### src/hdl/sifs_pkg.sv
// Package with the types, character codes and digit decoder of the integer field scanner.
`timescale 1ns / 1ps
`default_nettype none
package sifs_pkg;

   localparam int MAX_WIDTH_DEFAULT  = 255;
   localparam int VALUE_BITS_DEFAULT = 64;
   localparam int RESULT_BITS        = 64;

   // Character codes the scanner reacts to.
   localparam logic [7:0] CH_TAB   = 8'h09;
   localparam logic [7:0] CH_CR    = 8'h0D;
   localparam logic [7:0] CH_SPACE = 8'h20;
   localparam logic [7:0] CH_PLUS  = 8'h2B;
   localparam logic [7:0] CH_MINUS = 8'h2D;
   localparam logic [7:0] CH_ZERO  = 8'h30;
   localparam logic [7:0] CH_ONE   = 8'h31;
   localparam logic [7:0] CH_NINE  = 8'h39;
   localparam logic [7:0] CH_A_UP  = 8'h41;
   localparam logic [7:0] CH_F_UP  = 8'h46;
   localparam logic [7:0] CH_X_UP  = 8'h58;
   localparam logic [7:0] CH_A_LO  = 8'h61;
   localparam logic [7:0] CH_F_LO  = 8'h66;
   localparam logic [7:0] CH_X_LO  = 8'h78;

   localparam logic [4:0] NO_DIGIT = 5'd16;

   typedef enum logic [1:0] {
      RX_DEC  = 2'd0,
      RX_AUTO = 2'd1,
      RX_OCT  = 2'd2,
      RX_HEX  = 2'd3
   } radix_type;

   typedef enum logic [4:0] {
      PH_SPACE = 5'b00001,
      PH_LEAD  = 5'b00010,
      PH_ZERO  = 5'b00100,
      PH_DIG   = 5'b01000,
      PH_DONE  = 5'b10000
   } phase_type;

   typedef struct packed {
      logic [7:0] width;
      logic [1:0] opcode;
      logic       start;
      logic [7:0] ch;
   } item_type;

   typedef struct packed {
      logic                   consumed;
      logic                   done;
      logic [RESULT_BITS-1:0] value;
   } result_type;

   // Digit value of a character in the given radix, NO_DIGIT if it is none.
   function automatic logic [4:0] digit_of(input logic [7:0] c, input radix_type rx);
      logic [4:0] d;
      d = NO_DIGIT;
      if (c >= CH_ZERO && c <= CH_NINE) begin
         d = 5'(c - CH_ZERO);
      end else if (c >= CH_A_LO && c <= CH_F_LO) begin
         d = 5'(c - CH_A_LO) + 5'd10;
      end else if (c >= CH_A_UP && c <= CH_F_UP) begin
         d = 5'(c - CH_A_UP) + 5'd10;
      end
      case (rx)
         RX_HEX:  digit_of = d;
         RX_OCT:  digit_of = (d < 5'd8) ? d : NO_DIGIT;
         default: digit_of = (d < 5'd10) ? d : NO_DIGIT;
      endcase
   endfunction

endpackage
`default_nettype wire

### src/hdl/scanf_integer_field_scanner.sv
// Top level of the integer field scanner: input register, scanner step and result register.
//
//  Channel | Direction | tdata                      | tuser                    | tlast
//  req     | in        | [7:0] ch, [15:8] width     | [0] start_req, [2:1] op  | -
//  rsp     | out       | [63:0] value               | [0] consumed             | done_res
//
// One character is taken per cycle while rsp is not stalled; a transfer on req passes
// through the input register and then the result register, around the single step of the
// scanner state, before its result appears on rsp.
// Reset clears the handshake valids and puts the scanner in space skipping, decimal,
// unlimited width.
// A stall on rsp holds the result register; req keeps accepting until the input register
// is also full.
`timescale 1ns / 1ps
`default_nettype none
module scanf_integer_field_scanner #(
   parameter int MAX_WIDTH  = sifs_pkg::MAX_WIDTH_DEFAULT,
   parameter int VALUE_BITS = sifs_pkg::VALUE_BITS_DEFAULT
) (
   input  wire         clock,
   input  wire         reset,
   input  wire         req_tvalid,
   output logic        req_tready,
   input  wire  [15:0] req_tdata,   // [7:0] ch, [15:8] width
   input  wire  [2:0]  req_tuser,   // [0] start_req, [2:1] opcode
   output logic        rsp_tvalid,
   input  wire         rsp_tready,
   output logic [63:0] rsp_tdata,   // [63:0] value
   output logic        rsp_tuser,   // [0] consumed
   output logic        rsp_tlast
);

   logic                 in_valid_ff, in_valid_in;
   sifs_pkg::item_type   in_item_ff;
   logic                 out_valid_ff, out_valid_in;
   sifs_pkg::result_type out_res_ff;
   sifs_pkg::result_type step_res;
   logic                 req_fire;
   logic                 advance;

   assign advance     = in_valid_ff && (!out_valid_ff || rsp_tready);
   assign req_tready  = !in_valid_ff || advance;
   assign req_fire    = req_tvalid && req_tready;
   assign in_valid_in = req_fire || (in_valid_ff && !advance);
   assign out_valid_in = advance || (out_valid_ff && !rsp_tready);

   sifs_core #(
      .MAX_WIDTH  (MAX_WIDTH),
      .VALUE_BITS (VALUE_BITS)
   ) u_core (
      .clock   (clock),
      .reset   (reset),
      .step_en (advance),
      .item    (in_item_ff),
      .res     (step_res)
   );

   always_ff @(posedge clock) begin
      if (reset) begin
         in_valid_ff  <= 1'b0;
         out_valid_ff <= 1'b0;
      end else begin
         in_valid_ff  <= in_valid_in;
         out_valid_ff <= out_valid_in;
      end
   end

   always_ff @(posedge clock) begin
      if (req_fire) begin
         in_item_ff.ch     <= req_tdata[7:0];
         in_item_ff.width  <= req_tdata[15:8];
         in_item_ff.start  <= req_tuser[0];
         in_item_ff.opcode <= req_tuser[2:1];
      end
      if (advance) begin
         out_res_ff <= step_res;
      end
   end

   assign rsp_tvalid = out_valid_ff;
   assign rsp_tdata  = out_res_ff.value;
   assign rsp_tuser  = out_res_ff.consumed;
   assign rsp_tlast  = out_res_ff.done;

endmodule
`default_nettype wire

### src/hdl/sifs_core.sv
// Scanner state and the per-character step: sign, prefix, digit accumulate and width count.
`timescale 1ns / 1ps
`default_nettype none
module sifs_core #(
   parameter int MAX_WIDTH  = sifs_pkg::MAX_WIDTH_DEFAULT,
   parameter int VALUE_BITS = sifs_pkg::VALUE_BITS_DEFAULT
) (
   input  wire                  clock,
   input  wire                  reset,
   input  wire                  step_en,
   input  wire sifs_pkg::item_type item,
   output sifs_pkg::result_type res
);

   localparam int CntW  = $clog2(MAX_WIDTH + 1);
   localparam int WideW = (CntW > 8) ? CntW : 8;

   sifs_pkg::phase_type     phase_ff, phase_in;
   sifs_pkg::radix_type     radix_ff, radix_in;
   logic                    negative_ff, negative_in;
   logic                    unlimited_ff, unlimited_in;
   logic [CntW-1:0]         chars_left_ff, chars_left_in;
   logic [VALUE_BITS-1:0]   value_ff, value_in;

   // Effective state after an optional start of a new field.
   sifs_pkg::phase_type     ph;
   sifs_pkg::radix_type     rdx;
   logic                    neg;
   logic                    unl;
   logic [CntW-1:0]         chars;
   logic [VALUE_BITS-1:0]   val;

   logic [WideW-1:0]        w_wide;
   logic [WideW-1:0]        w_clamp;
   sifs_pkg::radix_type     rx_use;
   logic [4:0]              digit;
   logic                    digit_ok;
   logic [VALUE_BITS-1:0]   scaled;
   logic [VALUE_BITS-1:0]   acc;
   logic                    is_ws;
   logic                    is_x;
   logic                    is_sign;
   logic                    take_ok;
   sifs_pkg::phase_type     ph_t;
   sifs_pkg::radix_type     rdx_t;
   logic                    neg_t;
   logic [VALUE_BITS-1:0]   val_t;
   logic [CntW-1:0]         chars_dec;

   assign w_wide  = WideW'(item.width);
   assign w_clamp = (w_wide > WideW'(MAX_WIDTH)) ? WideW'(MAX_WIDTH) : w_wide;

   always_comb begin
      if (item.start) begin
         ph    = sifs_pkg::PH_SPACE;
         rdx   = sifs_pkg::radix_type'(item.opcode);
         neg   = 1'b0;
         unl   = (item.width == 8'd0);
         chars = CntW'(w_clamp);
         val   = '0;
      end else begin
         ph    = phase_ff;
         rdx   = radix_ff;
         neg   = negative_ff;
         unl   = unlimited_ff;
         chars = chars_left_ff;
         val   = value_ff;
      end
   end

   assign is_ws   = (item.ch == sifs_pkg::CH_SPACE) ||
                    (item.ch >= sifs_pkg::CH_TAB && item.ch <= sifs_pkg::CH_CR);
   assign is_x    = (item.ch == sifs_pkg::CH_X_LO) || (item.ch == sifs_pkg::CH_X_UP);
   assign is_sign = (item.ch == sifs_pkg::CH_PLUS) || (item.ch == sifs_pkg::CH_MINUS);

   // Auto-base resolves to decimal on a leading nonzero digit and to octal after a zero.
   always_comb begin
      if (ph == sifs_pkg::PH_ZERO || ph == sifs_pkg::PH_DIG) begin
         rx_use = (rdx == sifs_pkg::RX_AUTO) ? sifs_pkg::RX_OCT : rdx;
      end else begin
         rx_use = (rdx == sifs_pkg::RX_AUTO) ? sifs_pkg::RX_DEC : rdx;
      end
   end

   assign digit    = sifs_pkg::digit_of(item.ch, rx_use);
   assign digit_ok = (digit != sifs_pkg::NO_DIGIT);

   // The value is kept already signed, so a minus sign subtracts each digit.
   always_comb begin
      case (rx_use)
         sifs_pkg::RX_HEX: scaled = val << 4;
         sifs_pkg::RX_OCT: scaled = val << 3;
         default:          scaled = (val << 3) + (val << 1);
      endcase
      acc = neg ? (scaled - VALUE_BITS'(digit)) : (scaled + VALUE_BITS'(digit));
   end

   always_comb begin
      take_ok = 1'b0;
      ph_t    = ph;
      rdx_t   = rdx;
      neg_t   = neg;
      val_t   = val;
      unique case (ph) inside
         sifs_pkg::PH_SPACE, sifs_pkg::PH_LEAD: begin
            if (ph == sifs_pkg::PH_SPACE && rdx != sifs_pkg::RX_HEX && is_sign) begin
               neg_t   = (item.ch == sifs_pkg::CH_MINUS);
               ph_t    = sifs_pkg::PH_LEAD;
               take_ok = 1'b1;
            end else if ((rdx == sifs_pkg::RX_AUTO || rdx == sifs_pkg::RX_HEX) &&
                         item.ch == sifs_pkg::CH_ZERO) begin
               ph_t    = sifs_pkg::PH_ZERO;
               take_ok = 1'b1;
            end else if (digit_ok) begin
               val_t   = acc;
               rdx_t   = rx_use;
               ph_t    = sifs_pkg::PH_DIG;
               take_ok = 1'b1;
            end
         end
         sifs_pkg::PH_ZERO: begin
            if (is_x) begin
               rdx_t   = sifs_pkg::RX_HEX;
               ph_t    = sifs_pkg::PH_DIG;
               take_ok = 1'b1;
            end else if (digit_ok) begin
               rdx_t   = rx_use;
               val_t   = acc;
               ph_t    = sifs_pkg::PH_DIG;
               take_ok = 1'b1;
            end
         end
         sifs_pkg::PH_DIG: begin
            if (digit_ok) begin
               rdx_t   = rx_use;
               val_t   = acc;
               take_ok = 1'b1;
            end
         end
         default: begin
            take_ok = 1'b0;
         end
      endcase
   end

   assign chars_dec = chars - CntW'(1);

   always_comb begin
      phase_in      = ph;
      radix_in      = rdx;
      negative_in   = neg;
      unlimited_in  = unl;
      chars_left_in = chars;
      value_in      = val;
      res.consumed  = 1'b0;
      res.done      = 1'b0;
      if (ph == sifs_pkg::PH_DONE) begin
         res.done = 1'b1;
      end else if (ph == sifs_pkg::PH_SPACE && is_ws) begin
         res.consumed = 1'b1;
      end else if (!unl && chars == '0) begin
         phase_in = sifs_pkg::PH_DONE;
         res.done = 1'b1;
      end else if (take_ok) begin
         res.consumed = 1'b1;
         phase_in     = ph_t;
         radix_in     = rdx_t;
         negative_in  = neg_t;
         value_in     = val_t;
         if (!unl) begin
            chars_left_in = chars_dec;
            if (chars_dec == '0) begin
               phase_in = sifs_pkg::PH_DONE;
               res.done = 1'b1;
            end
         end
      end else begin
         phase_in = sifs_pkg::PH_DONE;
         res.done = 1'b1;
      end
      res.value = sifs_pkg::RESULT_BITS'(signed'(value_in));
   end

   always_ff @(posedge clock) begin
      if (reset) begin
         phase_ff      <= sifs_pkg::PH_SPACE;
         radix_ff      <= sifs_pkg::RX_DEC;
         negative_ff   <= 1'b0;
         unlimited_ff  <= 1'b1;
         chars_left_ff <= '0;
         value_ff      <= '0;
      end else if (step_en) begin
         phase_ff      <= phase_in;
         radix_ff      <= radix_in;
         negative_ff   <= negative_in;
         unlimited_ff  <= unlimited_in;
         chars_left_ff <= chars_left_in;
         value_ff      <= value_in;
      end
   end

`ifndef NO_ASSERTIONS
   a_done_sticky: assert property (@(posedge clock) disable iff (reset)
      step_en && !item.start && phase_ff == sifs_pkg::PH_DONE |-> res.done && !res.consumed)
      else $error("ended field took a character");

   a_done_phase: assert property (@(posedge clock) disable iff (reset)
      step_en && res.done |=> phase_ff == sifs_pkg::PH_DONE)
      else $error("field end not recorded in phase");

   a_value_hold: assert property (@(posedge clock) disable iff (reset)
      step_en && !item.start && !res.consumed |=> $stable(value_ff))
      else $error("value changed on a character that was not taken");

   a_width_used: assert property (@(posedge clock) disable iff (reset)
      !unlimited_ff && chars_left_ff == '0 |-> phase_ff == sifs_pkg::PH_DONE)
      else $error("width used up but field still open");
`endif

endmodule
`default_nettype wire

### config.mk
export PLATFORM = sky130hd
export DESIGN_NAME = scanf_integer_field_scanner
export DESIGN_NICKNAME = d
export VERILOG_FILES = /design/src/hdl/sifs_pkg.sv /design/src/hdl/scanf_integer_field_scanner.sv /design/src/hdl/sifs_core.sv
export SDC_FILE = /design/constraint.sdc
export NUM_CORES = 1
export LEC_CHECK = 0
export BUFFER_PORTS_ARGS = -buffer_cell sky130_fd_sc_hd__buf_2
export CORE_UTILIZATION = 25
export DETAILED_ROUTE_END_ITERATION = 12
export PLACE_DENSITY = 0.48
export SYNTH_ARGS = -nofsm -noshare
export SYNTH_HDL_FRONTEND = slang
export SYNTH_SLANG_ARGS = --single-unit
### constraint.sdc
create_clock -name clock -period 18.2 [get_ports clock]
set_input_delay 0.91 -clock clock [delete_from_list [all_inputs] [get_ports clock]]
set_output_delay 0.91 -clock clock [all_outputs]
set_load 0.01 [all_outputs]
# Yosys cells after proc, flatten, opt, wreduce, memory -nomap -nowiden
# Index checks and enable logic that the tools add are counted.
# classes
eq_ne	17
n_reduce_logical	31
addsub	9
mux	71
n_lt_le_gt_ge	11
# ops
op	n
two-way mux 64 bit	10
one-hot mux 64 bit (3 select lines)	1
one-hot mux 64 bit (2 select lines)	1
two-way mux 5 bit	16
adder 64 x 5 -> 64 bit	1
adder 64 bit	1
subtractor 64 x 5 -> 64 bit	1
two-way mux 8 bit	7
== test 8 x 6 -> 1 bit (second input constant)	4
logical NOT 8 bit	3
two-way mux 2 bit	12
two-way mux 1 bit	20
one-hot mux 5 bit (2 select lines)	2
== test 8 x 7 -> 1 bit (second input constant)	2
>= comparator 8 x 7 -> 1 bit (second input constant)	2
<= comparator 8 x 7 -> 1 bit (second input constant)	2
logical AND 1 bit	13
adder 5 x 4 -> 5 bit (second input constant)	2
< comparator 5 x 4 -> 1 bit (second input constant)	2
subtractor 5 x 1 -> 5 bit (second input constant)	2
logical OR 1 bit	9
>= comparator 8 x 4 -> 1 bit (second input constant)	1
>= comparator 8 x 6 -> 1 bit (second input constant)	1
greater-than comparator 8 bit (second input constant)	1
other kinds (17)	23
# totals
in_bits	23
register_bits	168
out_inout_bits	68

# Longest topological paths before layout
# Gate-level depths: netlist (run 1).
# depth
ltp_word	19
depth_mapped	34
depth_no_buf	29

# Hierarchy
# From an unflattened synthesis (run 1), not the netlist that was laid out.
# hier_totals
cells_unflattened	2079
hier_area_um2	16104.2
# modules_own_cells
mod	area_each_um2	n_inst	cells_each	seq_area_each_um2
sifs_core	13447.9	1	1984	1621.6
scanf_integer_field_scanner	2656.3	1	95	2592.5

# Worst setup path after synthesis (run 1)
# Ideal clock, no wire load.
# synth_path
path_kind	register to register
from	reg in_item_ff[8] in the netlist's numbering
to	reg out_res_ff (netlist bit rsp_tdata[62]), data pin
required_ns	17.932
arrival_time_ns	6.704
path_slack_ns	11.228
stages_incl_launch_ff	34
cell_sequence	edfxtp_1 -> buf_2 -> buf_2 -> buf_2 -> clkbuf_1 -> clkbuf_1 -> nor2b_1 -> ha_1 -> clkbuf_1 -> a2111oi_0 -> a211oi_1 -> nand2b_1 -> or3_1 -> o21ai_1 -> nand2_1 -> a31oi_1 -> nor3b_1 -> a41oi_1 -> xor2_1 -> a21oi_1 -> ha_1 -> clkbuf_1 -> a21o_1 -> a21o_1 -> a21oi_1 -> o21a_1 -> o21ai_0 -> or3_1 -> o21ai_1 -> a21oi_1 -> a221o_1 -> a21oi_1 -> xor2_1 -> o21ai_0
# synth_rtl
item	line	text
start: declaration	scanf_integer_field_scanner.sv:34	sifs_pkg::item_type in_item_ff;
end signal: assignment	scanf_integer_field_scanner.sv:76	out_res_ff <= step_res;
end: declaration	scanf_integer_field_scanner.sv:36	sifs_pkg::result_type out_res_ff;

==> run metrics, run 1 <==
share of layout cells above drive strength 1=9.25%; sequential share of the synthesized area=26.7%; min-delay worst type=reg2reg; Layout Cells excl Fill=2892; Clock Path Buffers=2; final wirelength=53500 µm; final setup vio count=0; first-pass GRT wire length=83500 µm; RR Startpoint=in_item_ff[8]; total grt overflow=0; CP max FO=31; top-level I/O count=91; Arr. time, crit path=8530 ps; H-tree depth=4; Crit Reg-Reg Endpoint=rsp_tdata[62]; DIE WIDTH=253 µm; fin nets=2198; drt wl/cell=18.5 µm; delay-heaviest family, CP=compound AO/OA/AOI/OAI gates; crit path launch type=flip-flop; setup bufs post-CTS=0; Final Hold Fails=0; flops & latches, synth=168; worst hold slack=450 ps; buffers added on ports=90; Buf+Inv Stages, Crit Path=3; critical path class=reg2reg; EDFF count, synth=85; Pleak=0.00732 µW; Synth Flop Type=edfxtp_1; number of global-route vias before repair=14500; reg2reg path depth=30; clock sinks=168; pre-CTS WS=10040 ps; MaxCap Viol Count=0; Final Max Tran Viols=0; CTS tree=built; initial core utilization=25.4%; slowest cell on the critical path=inv_1; largest net degree at the start of global routing=63; crit end category=flip-flop; most used cell, CP=a21oi_1; overall routing resource usage=16.8%; minimum clock period=8320 ps; routability cong.=0.899; async set or reset register ratio after synthesis=0%; TritonCTS buffer count=17; end of the worst hold path=u_core.value_ff[9]; Setup TNS=0 ps; Clock Pin Slew Worst Setup and Hold Paths=70 ps; worst hold path startpoint=u_core.value_ff[9]; full die area=0.0641 mm²; peak supply drop=0.0000660 V; RSZ-0062 raised after global routing=no; Syn. warnings=0; diode count=0; initial antenna violation count=0; post-synthesis average cell area=7.78 µm²; synthesis-to-layout area growth=11.9%; cell count after synthesis=2026; skew final=14.5 ps; Site Rows=91; DP Cell Count=2860; post-synth cell types=94; residual DRC count=0; required time of the critical path=18410 ps; status=finished, final reports clean; Mapped Area=0.0158 mm²; DRT iter0 DRCs=1047; First-pass DRT Iterations=5; core footprint=0.0621 mm²; Hold Path Cell Cnt=2; routed vias/inst=5.21; Post-CTS Resized=0; hpwl dp=39300 µm; PD cells=64.4 mW/mm²; root buffer cell=clkbuf_16; CTS Hold Bufs=0; Die Ht=253 µm; flop-to-flop setup slack=9880 ps; Final ANT Viol Nets=0; post-layout worst setup margin=9880 ps; fill count=6658; clk_lat worst skew=500 ps; Slew Limit Headroom=37.1%; CP max stage delay=740 ps; via count=15100; Final Cycle Share=45.7%; f_max=0.120 GHz; Syn Nets=2182; Least-Margin Pin Slew=941 ps
==> tightest hold or removal path, cell delays in order, from the launching register on <==
cell,delay [ps]
dfxtp_1,310
nand2_1,50
a21oi_1,50
==> per-stage QoR <==
stage / power, µW / area (µm²) / utilization [%]
final: 1140 / 17600 / 28.4
after detailed placement: 715 / 17000 / 27.4
after global routing: 1190 / 17600 / 28.4
after floorplan: 633 / 15800 / -
after global placement: 715 / 17000 / 27.4
after CTS: 1150 / 17600 / 28.4
==> cell type report <==
type	instances	area, µm²	area share, %
sequential	168	4210	23.9
clock buffer	21	460	2.61
multi-input combinational	1704	11000	62.3
tap	837	1050	5.94
clock inverter	11	194	1.10
inverter	47	181	1.03
timing repair buffer	104	558	3.16
==> worst max-delay path by stage <==
stage	start	cells after the start	to	slack, ps
global placement	in_item_ff[8]	30	rsp_tdata[62]	10000
global route	in_item_ff[8]	30	rsp_tdata[62]	9420
floorplan	in_item_ff[8]	33	rsp_tdata[62]	11230
detailed placement	in_item_ff[8]	30	rsp_tdata[62]	10040
finish	in_item_ff[8]	30	rsp_tdata[62]	9880
CTS	in_item_ff[8]	30	rsp_tdata[62]	9990
==> cells by family after synthesis <==
family / synth area share (%)
compound gates: 29.2
xor+xnor: 6.78
fa+ha+maj: 10.7
buf+inv: 3.76
flops: 26.7
mux: 1.60
simple gates: 21.3
==> sequential cells by signal, indices dropped and copies added, names as in the netlist <==
signal,count
rsp_tvalid,1
u_core.chars_left_ff,8
in_item_ff,19
rsp_tlast,1
u_core.negative_ff,1
in_valid_ff,1
u_core.radix_ff,2
rsp_tdata,64
u_core.phase_ff,5
rsp_tuser,1
u_core.unlimited_ff,1
u_core.value_ff,64
==> cell usage in the layout, fill, tap and decap left out, types with 34 or more instances in the layout <==
cell,instances
a21o_1,80
a21oi_1,250
buf_2,89
dfxtp_1,83
edfxtp_1,85
ha_1,131
inv_1,46
nand2_1,282
nand3_1,34
nor2_1,135
nor2b_1,67
nor3_1,54
o21ai_0,131
o22ai_1,50
xnor2_1,77
xor2_1,45
==> where the power goes <==
| part | leakage [µW] | switching (µW) | total (µW) | internal, µW |
|---|---|---|---|---|
| Clock | 0.000318 | 175 | 426 | 251 |
| Sequential | 0.00151 | 8.29 | 421 | 413 |
| Combinational | 0.00549 | 191 | 289 | 98.2 |
| Total | 0.00732 | 374 | 1140 | 762 |
==> synthesized netlist by cell type, drive strengths merged, types with 21 or more instances <==
master,n,area [µm²]
nor2b,67,419
nand3,35,188
a21o,80,601
xnor2,77,674
nand4,22,138
o21a,22,165
dfxtp,83,1660
inv,47,176
ha,131,1640
clkbuf,96,360
o21ai,144,736
and3,21,131
edfxtp,85,2550
a21oi,250,1250
nor2,137,524
o21bai,27,218
xor2,45,394
nor3,56,297
nand2,284,1070
o22ai,51,325
==> per-layer routing <==
layer  GRT usage (%)  vias to the layer above  wire length (µm)
li1                -                     7495                 -
met1            22.9                     7154             26200
met2            26.0                      344             23600
met3            2.49                       83              2030
met4            7.55                        0              1710
met5               0                        -                 0
No activity file was read; power rests on OpenSTA's default activity.
==> inputs of run 2 (changes only) <==
ABC_AREA = 1   (was default)
clock period = 8.54 ns   (was 18.2 ns; I/O delays follow)
==> run 2 against run 1 <==
  * Critical path depth shrank 2
  * Sequential share of layout area fell by 1.5 points
  * Routed wire length increased by 15%
  * Fmax up 20%
  * Via count is 18% higher
  * First-iteration DRC count increased by 28%
  * Synthesized area grew 7.3%
  * Sequential cell count did not move
  * Critical path type unchanged
  * Setup slack worse by 8300 ps
==> run metrics, run 2 <==
buffers added on ports=90 (unchanged); most frequent cell after synthesis=nand2_1 (unchanged); initial antenna violation count=0 (unchanged); routed vias/inst=4.92 (was 5.21); Least-Margin Pin Slew=1250 ps (was 941 ps); Synth Flop Type=edfxtp_1 (unchanged); Final Max Tran Viols=0 (unchanged); Final ANT Viol Nets=0 (unchanged); final wirelength=61700 µm (was 53500 µm); diode count=0 (unchanged); MaxCap Viol Count=0 (unchanged); synth cell count leaders=nand2_1, inv_1, a21oi_1 (was nand2_1, a21oi_1, nor2_1); drt wl/cell=17.2 µm (was 18.5 µm); Reg power frac=34.1% (was 37.1%); flops & latches, synth=168 (unchanged); synthesis-to-layout area growth=11.3% (was 11.9%); skew final=21.4 ps (was 14.5 ps); minimum clock period=6960 ps (was 8320 ps); DRT iter0 DRCs=1344 (was 1047); overall routing resource usage=18.2% (was 16.8%); total grt overflow=0 (unchanged); mux share of post-synthesis cell area=0.237% (was 1.60%); share of layout cells above drive strength 1=6.80% (was 9.25%); f_max=0.144 GHz (was 0.120 GHz); routability cong.=0.957 (was 0.899); DIE WIDTH=262 µm (was 253 µm); hpwl dp=48600 µm (was 39300 µm); clock sinks=168 (unchanged); Clock Path Buffers=2 (unchanged); area of the multi-input gates=0.0106 mm² (was 0.0110 mm²); Die Ht=262 µm (was 253 µm); setup bufs post-CTS=0 (unchanged); Arr. time, crit path=7370 ps (was 8530 ps); initial core utilization=25.5% (was 25.4%); CTS tree=built (unchanged); full die area=0.0687 mm² (was 0.0641 mm²); Clock Pin Slew Worst Setup and Hold Paths=80 ps (was 70 ps); Synth Area in Simple Gates=23.8% (was 21.3%); commonest cells after routing, fill and taps aside=nand2_1, inv_1, a21oi_1 (was nand2_1, a21oi_1, nor2_1); post-synth cell types=60 (was 94); root buffer cell=clkbuf_16 (unchanged); Mapped Area=0.0169 mm² (was 0.0158 mm²); TritonCTS buffer count=17 (unchanged); clk_lat worst skew=520 ps (was 500 ps); first-pass GRT wire length=96800 µm (was 83500 µm); Syn Nets=2819 (was 2182); RSZ-0062 raised after global routing=no (unchanged); min-delay worst type=in2reg (was reg2reg); most used cell, CP=nand2_1 (was a21oi_1); status=finished, final reports clean (unchanged); core footprint=0.0663 mm² (was 0.0621 mm²); Setup TNS=0 ps (unchanged); Pleak=0.00911 µW (was 0.00732 µW); First-pass DRT Iterations=5 (unchanged); number of global-route vias before repair=17000 (was 14500); post-synthesis average cell area=6.35 µm² (was 7.78 µm²); fin nets=2877 (was 2198); largest net degree at the start of global routing=83 (was 63); slowest cell on the critical path=o32ai_2 (was inv_1); PD cells=146 mW/mm² (was 64.4 mW/mm²); fill count=7577 (was 6658); post-layout power=2760 µW (was 1140 µW); Final Cycle Share=81.5% (was 45.7%); peak supply drop=0.000168 V (was 0.0000660 V); CP max FO=34 (was 31); cell count after synthesis=2663 (was 2026); via count=17700 (was 15100); crit end category=flip-flop (unchanged); H-tree depth=4 (unchanged); Syn. warnings=0 (unchanged); cell taking the most area after synthesis=edfxtp_1 (unchanged); CP max stage delay=1040 ps (was 740 ps); Adder-Cell Fraction of Synth Area=9.93% (was 10.7%); most area-consuming cells after synthesis=edfxtp_1, nand2_1, inv_1 (was edfxtp_1, dfxtp_1, ha_1); async set or reset register ratio after synthesis=0% (unchanged); switching part of the total=41.3% (was 32.9%); largest family of logic cells by synthesized area=compound AO/OA/AOI/OAI gates (unchanged); Compound-Gate Fraction of Synth Area=26.4% (was 29.2%); Comb pwr share=37.6% (was 25.4%); clock power share=28.2% (was 37.5%); FF/Latch Area=0.00421 mm² (unchanged); Switch Pwr=1140 µW (was 374 µW); required time of the critical path=8950 ps (was 18410 ps); Slew Limit Headroom=16.8% (was 37.1%); sequential share of the synthesized area=24.9% (was 26.7%); final setup vio count=0 (unchanged); Site Rows=94 (was 91); CTS Hold Bufs=0 (unchanged); internal power=1620 µW (was 762 µW); Post-CTS Resized=0 (unchanged); crit path launch type=flip-flop (unchanged); top-level I/O count=91 (unchanged); critical path class=reg2reg (unchanged); Final Hold Fails=0 (unchanged); residual DRC count=0 (unchanged); EDFF count, synth=85 (unchanged); commonest non-fill, non-tap cell in the layout=nand2_1 (unchanged); Synth Area in XOR/XNOR=2.12% (was 6.78%); Synth top area share=15.1% (was 16.2%)
==> run 2: critical path: cells and delay by family (launching register included) <==
| family | cells | cell delay, ps |
|---|---|---|
| buffers and inverters | 5 | 1360 |
| adders and majority gates | 2 | 610 |
| and+or+nand+nor | 14 | 1880 |
| DFF | 1 | 360 |
| AOI/OAI and AO/OA | 7 | 2610 |
==> run 2: cell type report <==
class | count | area share, %
clock buffers | 20 | 2.37
clock inverters | 12 | 0.598
inverters | 481 | 9.61
multi-input cells | 1947 | 56.3
flip-flops and latches | 168 | 22.4
well taps | 864 | 5.74
repair buffers | 106 | 3.03
==> run 2: worst paths after layout <==
check	start	to	slack (ps)	cells after the start
hold reg to reg	u_core.chars_left_ff[1]	u_core.chars_left_ff[1]	470	2
setup reg to reg	in_item_ff[8]	u_core.value_ff[42]	1580	28
hold / removal	req_tdata[7]	in_item_ff[7]	90	1
setup / recovery	in_item_ff[8]	u_core.value_ff[42]	1580	28
==> run 2: cells by family after synthesis <==
group                      Yosys count
DFF                                168
muxes                                4
xor gates and xnor gates            41
adders and majority gates          133
buffers and inverters              548
and+or+nand+nor                    976
AOI/OAI and AO/OA                  793
==> run 2: power by group through the flow <==
stage / logic [µW] / registers, µW / clock network (µW)
6_report: 1040 / 941 / 779
5_1_grt: 1170 / 947 / 840
4_1_cts: 1030 / 942 / 817
3_5_place_dp: 1030 / 960 / 0
3_3_place_gp: 1030 / 961 / 0
2_1_floorplan: 709 / 966 / 0
==> run 2: stage by stage <==
stage          cells  setup slack, ps  util [%]  hold slack (ps)  instance area (µm²)
6_report        3598             1580      28.4             91.4                18800
5_1_grt         3598             1030      28.4             64.4                18800
4_1_cts         3598             1600      28.4             48.7                18800
3_5_place_dp    3566             1630      27.5              459                18300
3_3_place_gp    3566             1730      27.5              457                18300
2_1_floorplan   2663             2960         -              443                16900
==> run 2: per-layer routing <==
metal / track usage (%) / up-vias / routed length (µm)
met3: 2.92 / 70 / 2850
met2: 28.8 / 435 / 27300
met4: 6.05 / 0 / 1510
met1: 25.1 / 8161 / 30000
met5: 0 / - / 0
li1: - / 9050 / -
